`src/hsv_palette_to_rgb_assert.svh`:
```
// ----------------------------------------------------------------------------
// HSV palette converter assertion macros
// Clocked property checks, compiled out for synthesis.
// ----------------------------------------------------------------------------
`ifndef HSV_PALETTE_TO_RGB_ASSERT_SVH
`define HSV_PALETTE_TO_RGB_ASSERT_SVH

`ifndef SYNTHESIS
// check that holds outside reset
`define HSVP_ASSERT(lbl, prop) \
    lbl: assert property (@(posedge i_clk) disable iff (!i_rst_n) prop) \
        else $error("hsvp check failed");
// check that also holds across reset
`define HSVP_ASSERT_RST(lbl, prop) \
    lbl: assert property (@(posedge i_clk) prop) \
        else $error("hsvp reset check failed");
`else
`define HSVP_ASSERT(lbl, prop)
`define HSVP_ASSERT_RST(lbl, prop)
`endif

`endif

```
`src/hsvp_pkg.sv`:
```
// ----------------------------------------------------------------------------
// hsvp_pkg
// Shared types and fixed-point constants of the HSV palette converter.
// ----------------------------------------------------------------------------
`default_nettype none

package hsvp_pkg;

    typedef enum logic [1:0] {
        MODE_PLAIN  = 2'd0,
        MODE_ACCENT = 2'd1,
        MODE_BELLY  = 2'd2,
        MODE_EYE    = 2'd3
    } t_mode;

    // palette constants in units of 1/255
    localparam logic [7:0] ACC_SAT_ADD = 8'd38;
    localparam logic [7:0] ACC_SAT_MAX = 8'd230;
    localparam logic [7:0] ACC_VAL_SUB = 8'd51;
    localparam logic [7:0] ACC_VAL_MIN = 8'd64;
    localparam logic [7:0] BEL_SAT_SUB = 8'd64;
    localparam logic [7:0] BEL_SAT_MIN = 8'd38;
    localparam logic [7:0] BEL_VAL_ADD = 8'd46;
    localparam logic [7:0] BEL_VAL_MAX = 8'd242;
    localparam logic [7:0] EYE_VAL_THR = 8'd153;
    localparam logic [7:0] EYE_HI_SAT  = 8'd77;
    localparam logic [7:0] EYE_HI_VAL  = 8'd20;
    localparam logic [7:0] EYE_LO_SAT  = 8'd13;
    localparam logic [7:0] EYE_LO_VAL  = 8'd242;
    localparam logic [15:0] HALF_TURN  = 16'h8000;

    // 1.0 as 255 * 2^16, half of it for rounding
    localparam logic [23:0] UNIT_FULL  = 24'd16711680;
    localparam logic [32:0] UNIT_HALF  = 33'd8355840;
    // floor(x/255) = (x * 32897) >> 23 for x < 2^16
    localparam logic [15:0] RECIP_255  = 16'd32897;
    // (vs*2^16 + UNIT_HALF) >> 16 == vs + 127
    localparam logic [16:0] P_ROUND    = 17'd127;

    typedef struct packed {
        logic [2:0]  sector;
        logic [15:0] frac;
        logic [7:0]  sat;
        logic [7:0]  val;
    } t_sect;

    typedef struct packed {
        logic [2:0] sector;
        logic [7:0] val;
        logic [7:0] p;
        logic [7:0] q;
        logic [7:0] t;
    } t_chan;

endpackage

`default_nettype wire

```
`src/hsvp_adjust.sv`:
```
// ----------------------------------------------------------------------------
// hsvp_adjust
// Palette rule on H, S, V, then hue sector split. Two register stages.
// ----------------------------------------------------------------------------
`default_nettype none

module hsvp_adjust (
    input  wire logic          i_clk,
    input  wire logic          i_rst_n,
    input  wire logic          i_valid,
    output logic               o_ready,
    input  wire logic [1:0]    i_func,
    input  wire logic [15:0]   i_hue,
    input  wire logic [15:0]   i_hue_shift,
    input  wire logic [7:0]    i_saturation,
    input  wire logic [7:0]    i_brightness,
    output logic               o_valid,
    input  wire logic          i_ready,
    output hsvp_pkg::t_sect    o_sect
);
    import hsvp_pkg::*;

    logic        r_s1_vld;
    logic [15:0] r_s1_hue;
    logic [7:0]  r_s1_sat;
    logic [7:0]  r_s1_val;
    logic        r_s2_vld;
    t_sect       r_s2_sect;

    logic        w_s1_rdy;
    logic        w_s2_rdy;
    logic [15:0] n_s1_hue;
    logic [7:0]  n_s1_sat;
    logic [7:0]  n_s1_val;
    logic [8:0]  w_sat_up;
    logic [8:0]  w_val_up;
    logic [18:0] w_h6;

    assign w_s2_rdy = !r_s2_vld || i_ready;
    assign w_s1_rdy = !r_s1_vld || w_s2_rdy;
    assign o_ready  = w_s1_rdy;

    assign w_sat_up = {1'b0, i_saturation} + {1'b0, ACC_SAT_ADD};
    assign w_val_up = {1'b0, i_brightness} + {1'b0, BEL_VAL_ADD};

    always_comb begin
        n_s1_hue = i_hue;
        n_s1_sat = i_saturation;
        n_s1_val = i_brightness;
        case (t_mode'(i_func))
            MODE_ACCENT: begin
                n_s1_hue = i_hue + i_hue_shift;
                n_s1_sat = (w_sat_up > {1'b0, ACC_SAT_MAX}) ? ACC_SAT_MAX : w_sat_up[7:0];
                n_s1_val = (i_brightness < (ACC_VAL_SUB + ACC_VAL_MIN)) ?
                           ACC_VAL_MIN : (i_brightness - ACC_VAL_SUB);
            end
            MODE_BELLY: begin
                n_s1_sat = (i_saturation < (BEL_SAT_SUB + BEL_SAT_MIN)) ?
                           BEL_SAT_MIN : (i_saturation - BEL_SAT_SUB);
                n_s1_val = (w_val_up > {1'b0, BEL_VAL_MAX}) ? BEL_VAL_MAX : w_val_up[7:0];
            end
            MODE_EYE: begin
                n_s1_hue = i_hue + HALF_TURN;
                n_s1_sat = (i_brightness > EYE_VAL_THR) ? EYE_HI_SAT : EYE_LO_SAT;
                n_s1_val = (i_brightness > EYE_VAL_THR) ? EYE_HI_VAL : EYE_LO_VAL;
            end
            default: begin
                n_s1_hue = i_hue;
            end
        endcase
    end

    always_ff @(posedge i_clk) begin
        if (!i_rst_n) begin
            r_s1_vld <= 1'b0;
        end else if (w_s1_rdy) begin
            r_s1_vld <= i_valid;
            if (i_valid) begin
                r_s1_hue <= n_s1_hue;
                r_s1_sat <= n_s1_sat;
                r_s1_val <= n_s1_val;
            end
        end
    end

    // H*6: top three bits pick the sector, the rest is the fraction
    assign w_h6 = {3'b000, r_s1_hue} * 19'd6;

    always_ff @(posedge i_clk) begin
        if (!i_rst_n) begin
            r_s2_vld <= 1'b0;
        end else if (w_s2_rdy) begin
            r_s2_vld <= r_s1_vld;
            if (r_s1_vld) begin
                r_s2_sect.sector <= w_h6[18:16];
                r_s2_sect.frac   <= w_h6[15:0];
                r_s2_sect.sat    <= r_s1_sat;
                r_s2_sect.val    <= r_s1_val;
            end
        end
    end

    assign o_valid = r_s2_vld;
    assign o_sect  = r_s2_sect;

endmodule

`default_nettype wire

```
`src/hsvp_scale.sv`:
```
// ----------------------------------------------------------------------------
// hsvp_scale
// Computes p, q and t with rounding to 8 bits. Four register stages.
// ----------------------------------------------------------------------------
`default_nettype none

module hsvp_scale (
    input  wire logic          i_clk,
    input  wire logic          i_rst_n,
    input  wire logic          i_valid,
    output logic               o_ready,
    input  hsvp_pkg::t_sect    i_sect,
    output logic               o_valid,
    input  wire logic          i_ready,
    output hsvp_pkg::t_chan    o_chan
);
    import hsvp_pkg::*;

    // stage 3: products with S
    logic        r_s3_vld;
    logic [2:0]  r_s3_sector;
    logic [7:0]  r_s3_val;
    logic [23:0] r_s3_fs;
    logic [24:0] r_s3_fcs;
    logic [15:0] r_s3_vs;
    // stage 4: 1 - x terms
    logic        r_s4_vld;
    logic [2:0]  r_s4_sector;
    logic [7:0]  r_s4_val;
    logic [23:0] r_s4_a;
    logic [23:0] r_s4_b;
    logic [16:0] r_s4_mp;
    // stage 5: scaled by V, rounded, shifted
    logic        r_s5_vld;
    logic [2:0]  r_s5_sector;
    logic [7:0]  r_s5_val;
    logic [16:0] r_s5_mp;
    logic [16:0] r_s5_mq;
    logic [16:0] r_s5_mt;
    // stage 6: divided by 255
    logic        r_s6_vld;
    t_chan       r_s6_chan;

    logic        w_s3_rdy;
    logic        w_s4_rdy;
    logic        w_s5_rdy;
    logic        w_s6_rdy;
    logic [24:0] w_fcs_sub;
    logic [32:0] w_nq;
    logic [32:0] w_nt;
    logic [32:0] w_dp;
    logic [32:0] w_dq;
    logic [32:0] w_dt;

    assign w_s6_rdy = !r_s6_vld || i_ready;
    assign w_s5_rdy = !r_s5_vld || w_s6_rdy;
    assign w_s4_rdy = !r_s4_vld || w_s5_rdy;
    assign w_s3_rdy = !r_s3_vld || w_s4_rdy;
    assign o_ready  = w_s3_rdy;

    always_ff @(posedge i_clk) begin
        if (!i_rst_n) begin
            r_s3_vld <= 1'b0;
        end else if (w_s3_rdy) begin
            r_s3_vld <= i_valid;
            if (i_valid) begin
                r_s3_sector <= i_sect.sector;
                r_s3_val    <= i_sect.val;
                r_s3_fs     <= {8'd0, i_sect.frac} * {16'd0, i_sect.sat};
                r_s3_fcs    <= (25'h10000 - {9'd0, i_sect.frac}) * {17'd0, i_sect.sat};
                r_s3_vs     <= {8'd0, i_sect.val} * {8'd0, 8'd255 - i_sect.sat};
            end
        end
    end

    assign w_fcs_sub = {1'b0, UNIT_FULL} - r_s3_fcs;

    always_ff @(posedge i_clk) begin
        if (!i_rst_n) begin
            r_s4_vld <= 1'b0;
        end else if (w_s4_rdy) begin
            r_s4_vld <= r_s3_vld;
            if (r_s3_vld) begin
                r_s4_sector <= r_s3_sector;
                r_s4_val    <= r_s3_val;
                r_s4_a      <= UNIT_FULL - r_s3_fs;
                r_s4_b      <= w_fcs_sub[23:0];
                r_s4_mp     <= {1'b0, r_s3_vs} + P_ROUND;
            end
        end
    end

    // V * (1 - x) + half unit fits 32 bits; keep 33 for headroom
    assign w_nq = ({25'd0, r_s4_val} * {9'd0, r_s4_a}) + UNIT_HALF;
    assign w_nt = ({25'd0, r_s4_val} * {9'd0, r_s4_b}) + UNIT_HALF;

    always_ff @(posedge i_clk) begin
        if (!i_rst_n) begin
            r_s5_vld <= 1'b0;
        end else if (w_s5_rdy) begin
            r_s5_vld <= r_s4_vld;
            if (r_s4_vld) begin
                r_s5_sector <= r_s4_sector;
                r_s5_val    <= r_s4_val;
                r_s5_mp     <= r_s4_mp;
                r_s5_mq     <= w_nq[32:16];
                r_s5_mt     <= w_nt[32:16];
            end
        end
    end

    assign w_dp = {16'd0, r_s5_mp} * {17'd0, RECIP_255};
    assign w_dq = {16'd0, r_s5_mq} * {17'd0, RECIP_255};
    assign w_dt = {16'd0, r_s5_mt} * {17'd0, RECIP_255};

    always_ff @(posedge i_clk) begin
        if (!i_rst_n) begin
            r_s6_vld <= 1'b0;
        end else if (w_s6_rdy) begin
            r_s6_vld <= r_s5_vld;
            if (r_s5_vld) begin
                r_s6_chan.sector <= r_s5_sector;
                r_s6_chan.val    <= r_s5_val;
                r_s6_chan.p      <= w_dp[30:23];
                r_s6_chan.q      <= w_dq[30:23];
                r_s6_chan.t      <= w_dt[30:23];
            end
        end
    end

    assign o_valid = r_s6_vld;
    assign o_chan  = r_s6_chan;

endmodule

`default_nettype wire

```
`src/hsv_palette_to_rgb.sv`:
```
// ----------------------------------------------------------------------------
// hsv_palette_to_rgb
// Palette-adjusted HSV to 8-bit RGB converter, seven-stage pipeline.
// ----------------------------------------------------------------------------
//  channel | handshake           | payload
//  --------+---------------------+---------------------------------------------
//  input   | i_valid / o_ready   | i_func, i_hue, i_hue_shift, i_saturation,
//          |                     | i_brightness
//  output  | o_valid / i_ready   | o_red, o_green, o_blue
//
//  Takes one item per cycle while i_ready does not stall the output.
//  Stages: mode adjust, hue sector split, products with S, 1 - x terms,
//  scale by V with rounding, divide by 255, sector select into the output.
//  Each stage holds its item while the next is full, so a stall at i_ready
//  backs up stage by stage and no item is lost or repeated.
//  Synchronous active-low reset empties every stage; payload is not reset.
// ----------------------------------------------------------------------------
`default_nettype none
`include "hsv_palette_to_rgb_assert.svh"

module hsv_palette_to_rgb (
    input  wire logic        i_clk,
    input  wire logic        i_rst_n,
    input  wire logic        i_valid,
    output logic             o_ready,
    input  wire logic [1:0]  i_func,
    input  wire logic [15:0] i_hue,
    input  wire logic [15:0] i_hue_shift,
    input  wire logic [7:0]  i_saturation,
    input  wire logic [7:0]  i_brightness,
    output logic             o_valid,
    input  wire logic        i_ready,
    output logic [7:0]       o_red,
    output logic [7:0]       o_green,
    output logic [7:0]       o_blue
);
    import hsvp_pkg::*;

    logic       w_adj_vld;
    logic       w_adj_rdy;
    t_sect      w_sect;
    logic       w_scl_vld;
    logic       w_scl_rdy;
    t_chan      w_chan;

    logic       r_out_vld;
    logic [7:0] r_red;
    logic [7:0] r_green;
    logic [7:0] r_blue;
    logic [7:0] n_red;
    logic [7:0] n_green;
    logic [7:0] n_blue;

    // stages 1-2: palette rule and hue sector
    hsvp_adjust u_adjust (
        .i_clk        (i_clk),
        .i_rst_n      (i_rst_n),
        .i_valid      (i_valid),
        .o_ready      (o_ready),
        .i_func       (i_func),
        .i_hue        (i_hue),
        .i_hue_shift  (i_hue_shift),
        .i_saturation (i_saturation),
        .i_brightness (i_brightness),
        .o_valid      (w_adj_vld),
        .i_ready      (w_adj_rdy),
        .o_sect       (w_sect)
    );

    // stages 3-6: p, q, t
    hsvp_scale u_scale (
        .i_clk   (i_clk),
        .i_rst_n (i_rst_n),
        .i_valid (w_adj_vld),
        .o_ready (w_adj_rdy),
        .i_sect  (w_sect),
        .o_valid (w_scl_vld),
        .i_ready (w_scl_rdy),
        .o_chan  (w_chan)
    );

    // stage 7: route V, p, q, t by sector; the output register is the last stage
    assign w_scl_rdy = !r_out_vld || i_ready;

    always_comb begin
        case (w_chan.sector)
            3'd0: begin
                n_red = w_chan.val; n_green = w_chan.t;   n_blue = w_chan.p;
            end
            3'd1: begin
                n_red = w_chan.q;   n_green = w_chan.val; n_blue = w_chan.p;
            end
            3'd2: begin
                n_red = w_chan.p;   n_green = w_chan.val; n_blue = w_chan.t;
            end
            3'd3: begin
                n_red = w_chan.p;   n_green = w_chan.q;   n_blue = w_chan.val;
            end
            3'd4: begin
                n_red = w_chan.t;   n_green = w_chan.p;   n_blue = w_chan.val;
            end
            default: begin
                n_red = w_chan.val; n_green = w_chan.p;   n_blue = w_chan.q;
            end
        endcase
    end

    always_ff @(posedge i_clk) begin
        if (!i_rst_n) begin
            r_out_vld <= 1'b0;
        end else if (w_scl_rdy) begin
            r_out_vld <= w_scl_vld;
            if (w_scl_vld) begin
                r_red   <= n_red;
                r_green <= n_green;
                r_blue  <= n_blue;
            end
        end
    end

    assign o_valid = r_out_vld;
    assign o_red   = r_red;
    assign o_green = r_green;
    assign o_blue  = r_blue;

    // empty output stage means the whole ready chain is open
    `HSVP_ASSERT(a_empty_takes_input, !r_out_vld |-> o_ready)
    // reset drains the output stage
    `HSVP_ASSERT_RST(a_reset_empties, !i_rst_n |=> !r_out_vld)
    // item waiting behind a stalled output stays put
    `HSVP_ASSERT(a_s6_holds_vld, r_out_vld && !i_ready && w_scl_vld |=> w_scl_vld)
    `HSVP_ASSERT(a_s6_holds_data, r_out_vld && !i_ready && w_scl_vld |=> $stable(w_chan))

endmodule

`default_nettype wire

```
`config.mk`:
```
export PLATFORM = sky130hd
export DESIGN_NAME = hsv_palette_to_rgb
export DESIGN_NICKNAME = d
export VERILOG_FILES = /design/src/hsvp_pkg.sv /design/src/hsvp_adjust.sv /design/src/hsvp_scale.sv /design/src/hsv_palette_to_rgb.sv
export VERILOG_INCLUDE_DIRS = /design/src /design/src/src
export SDC_FILE = /design/constraint.sdc
export NUM_CORES = 2
export LEC_CHECK = 0
export BUFFER_PORTS_ARGS = -buffer_cell sky130_fd_sc_hd__clkbuf_2
export CAP_MARGIN = 40
export CORE_AREA = 2 2 400 402
export DETAILED_ROUTE_END_ITERATION = 7
export DIE_AREA = 0 0 402 404
export PLACE_DENSITY = 0.44
export SLEW_MARGIN = 20
export SYNTH_ARGS = -nofsm -noshare
export SYNTH_HDL_FRONTEND = slang
export SYNTH_SLANG_ARGS = --single-unit
```
`constraint.sdc`:
```
create_clock -name i_clk -period 7.5 [get_ports i_clk]
set_input_delay 1.5 -clock i_clk [delete_from_list [all_inputs] [get_ports i_clk]]
set_output_delay 1.5 -clock i_clk [all_outputs]
set_load 0.02 [all_outputs]
```
==> implementation parameters <==
Parameter                              Value

Timing
  Setup repair after global routing missed its margin ... no
  Slew of the pin with the lowest slew margin ... 0.764 ns
  Total of endpoints with negative setup slack in the final report ... 0
  Final Hold Fails ... 0
  Part of the cycle the worst path needs ... 84.6%
  Total negative slack for setup checks ... 0 ns
  Achievable clock frequency ... 158 MHz
  Setup clock skew after layout ... 0.0647 ns
  Slew Limit Fails ... 0
  Worst slew margin relative to its limit ... 49.1%
  Post-route minimum period ... 6.34 ns

Placement
  Count of port buffers added during placement ... 79
  Placer congestion estimate ... 0.774
  Post-place instance area ... 42300 sq um
  DP Wirelength ... 71300 um

Clock tree
  Cts bufs inserted ... 43
  Depth of the CTS H-tree ... 2
  Count of buffers added by post-CTS timing repair for setup ... 0
  Reg clk slew, reported paths ... 0.06 ns
  Clk buf depth ... 3
  Later-pin clock latency in the skew report ... 0.65 ns
  Clock net sink count ... 339
  Post-cts sizing count ... 0
  Quantity of hold-fixing buffers added after cts ... 0
  Root Buffer ... sky130_fd_sc_hd__clkbuf_16
  Clock tree from TritonCTS ... yes

Routing
  Via-to-Cell Ratio ... 4.27
  Iteration count of the initial detailed-routing pass ... 5
  Starting DRT DRC Count ... 932
  WL per Instance ... 14.6 um
  Post-route ant nets ... 0
  DRC ... 0
  Number of vias in the routed layout ... 25566
  Total Wirelength ... 87400 um

Cells and area
  Post-Layout Inst Area ... 43800 sq um
  Area Growth Syn to Fin ... 11.6%
  Fraction of layout cells with a size suffix above 1 ... 6.56%
  Number of nets in the finished design ... 4910

Setup path
  Critical path buffers and inverters ... 3
  Worst Path Arrival ... 6.74 ns
  Cell seen most often among critical-path stages ... sky130_fd_sc_hd__fa_1
  Crit-path max FO ... 10
  Worst Setup End Kind ... flip-flop
  Largest stage delay on the critical path ... 0.55 ns
  Cell type of the slowest stage on the worst timing path ... sky130_fd_sc_hd__fa_1
  Worst Path Class, Setup ... flip-flop to flip-flop
  Top Family by Delay on Critical Path ... adder cells
  Cell breakdown of the critical path ... inv_1, ha_1, nand2_1, nor3_1, nand2b_1, nor2b_1, nand2_1, xor2_1, and2_1, fa_1, fa_1, fa_1, inv_1, fa_1, inv_1, ha_1, a21o_1, a21o_1, a21o_1, nor3_1, nand3b_1, a31o_1, a21oi_1, xnor2_1
  Crit start category ... flip-flop
  Crit path required time ... 7.90 ns

Floorplanning
  Die ar. ... 162000 sq um
  Starting Density ... 24.9%
  Site row count ... 146
  I/O pin cnt ... 80
  Total core area ... 158000 sq um
  DIE WIDTH ... 402 um
  Die extent in y ... 404 um

GRT
  Grt ovf ... 0
  Initial antenna violation count ... 4
  Global-route wire length before repair ... 147000 um
  Total Routing Usage GR ... 11.1%
  Pin count of the biggest net entering global routing ... 63
  Via count of the first global-routing pass ... 27150

Yosys
  Most area-hungry cell type in the Yosys netlist ... sky130_fd_sc_hd__edfxtp_1
  Fraction of post-synthesis cell area in the top cell type by area ... 25.4%
  Dominant synthesized flop cell ... sky130_fd_sc_hd__edfxtp_1
  Combined area of all synthesized cells ... 39300 sq um
  Average footprint of a synthesized cell ... 10.3 sq um
  Synth area leaders ... sky130_fd_sc_hd__edfxtp_1 (25%), sky130_fd_sc_hd__fa_1 (23%), sky130_fd_sc_hd__ha_1 (17%), sky130_fd_sc_hd__and2_1 (6.2%), sky130_fd_sc_hd__inv_1 (5.6%)
  Number of flops mapped to enable cells by yosys ... 332
  Cell count after synthesis ... 3824
  Net count of the mapped netlist ... 4851
  Share of synthesized registers carrying an async set or reset ... 0%
  Portion of the post-synthesis area used by sequential elements ... 25.8%
  Netlist cell types ... 81
  Number of synthesized register bits ... 339
  Warnings, synthesis ... 0

Power
  Switching power total ... 1.96 mW
  Switch share ... 31.4%
  Seq pwr share ... 36.4%
  Tot Pwr ... 6.25 mW
  Clock Power Share ... 34.0%
  Combinational cell fraction of total power ... 29.6%
  Power per cell area ... 143 nW/um^2
  Internal cell power ... 4.29 mW
  Peak supply drop ... 0.143 mV
  Leak ... 19.7 nW

Run status
  Status ... finished clean

Worst hold path
  Class of the most critical hold timing path ... flip-flop to flip-flop

Run
  Max-capacitance violation count ... 0
kinds of logic (layout without fill, tap and decap cells):
family          Yosys count  count (layout)  synth area share [%]
flops                   339             339                  25.8
simple gates           1146            1146                  15.1
mux                      45              45                  1.23
buf+inv                 705             798                  6.75
xor+xnor                188             188                  4.19
compound gates          428             428                  7.33
fa+ha+maj               973             973                  39.6
other cells               0               1                     0
metrics by stage:
step                setup WS [ns]  hold WS [ns]  instances  util, %
floorplan                    1.49         0.400       3824        -
global placement             1.15         0.401       5897     26.7
detailed placement           1.10         0.405       5908     26.8
CTS                          1.11         0.382       5987     27.7
global route                0.636         0.401       5989     27.8
finish                       1.16         0.384       5990     27.8
cell usage after synthesis, types with 43 or more instances:
cell type	n
sky130_fd_sc_hd__edfxtp_1	332
sky130_fd_sc_hd__xor2_1	67
sky130_fd_sc_hd__nand3_1	43
sky130_fd_sc_hd__a21o_1	49
sky130_fd_sc_hd__xnor2_1	121
sky130_fd_sc_hd__ha_1	524
sky130_fd_sc_hd__and2_1	391
sky130_fd_sc_hd__o21ai_0	45
sky130_fd_sc_hd__nand2_1	338
sky130_fd_sc_hd__nor2_1	131
sky130_fd_sc_hd__clkbuf_1	104
sky130_fd_sc_hd__nor2b_1	66
sky130_fd_sc_hd__fa_1	449
sky130_fd_sc_hd__nand2b_1	48
sky130_fd_sc_hd__inv_1	589
sky130_fd_sc_hd__a21oi_1	127
flip-flops by register name, summed over array words and instances, names as in the netlist, 8 cells and up:
register and flops:
u_scale.r_s5_mp 17, u_scale.r_s3_vs 16, u_scale.r_s3_val 8, u_scale.r_s5_mq 17, u_adjust.o_sect 34, u_scale.r_s5_val 8
o_red 8, u_scale.r_s4_val 8, u_scale.r_s3_fcs 23, u_scale.r_s3_fs 22, u_scale.r_s4_a 22, o_green 8
u_scale.o_chan 35, u_scale.r_s5_mt 17, u_adjust.r_s1_sat 8, u_adjust.r_s1_hue 16, u_scale.r_s4_mp 17, o_blue 8
u_scale.r_s4_b 23, u_adjust.r_s1_val 8
power groups by stage:
stage          clock [mW]  combinational [mW]  sequential (mW)
2_1_floorplan           0                1.47             2.29
3_3_place_gp            0                1.87             2.32
3_5_place_dp            0                1.87             2.32
4_1_cts              2.22                1.89             2.28
5_1_grt              2.29                2.16             2.29
6_report             2.13                1.85             2.28
final cells by class:
class                      count  area, sq um
fill                       16689       114000
multi-input combinational   2780        26500
sequential                   339        10100
tap                         2072         2590
inverter                     589         2210
clock buffer                  53         1140
timing repair buffer         130          901
clock inverter                26          315
antenna                        1         2.50
cells in the final DEF (no fill, tap or decap), drive strengths merged, types with 8 or more instances in the layout:
cell / synthesis / routed
a211oi: 29 / 29
a21boi: 8 / 8
a21o: 49 / 49
a21oi: 133 / 133
and2: 392 / 392
and3: 25 / 25
buf: 12 / 49
clkbuf: 104 / 132
clkinv: 0 / 13
edfxtp: 332 / 332
fa: 449 / 449
ha: 524 / 524
inv: 589 / 595
mux2: 26 / 26
mux2i: 19 / 19
nand2: 338 / 338
nand2b: 48 / 48
nand3: 43 / 43
nand4: 8 / 8
nor2: 131 / 131
nor2b: 66 / 66
nor3: 40 / 40
nor4: 16 / 16
o211ai: 9 / 9
o21a: 21 / 21
o21ai: 80 / 80
o21bai: 9 / 9
o22ai: 17 / 17
or3: 14 / 14
xnor2: 121 / 121
xor2: 67 / 67
worst paths after layout:
path	cells past startpoint	slack, ns	endpoint	startpoint
worst max-delay path	24	1.16	u_scale.r_s3_fcs[22]	u_adjust.o_sect[18]
worst min-delay path	0	0.38	u_scale.o_chan[31]	u_scale.r_s5_val[7]
worst max register to register	24	1.16	u_scale.r_s3_fcs[22]	u_adjust.o_sect[18]
worst min register to register	0	0.38	u_scale.o_chan[31]	u_scale.r_s5_val[7]
per-layer routing:
metal / GRT usage, % / wire length (um)
met2: 18.3 / 39700
met5: 0 / 0
met1: 15.5 / 44100
met4: 1.97 / 1180
met3: 1.50 / 2400
Power figures use the tool's default switching activity.
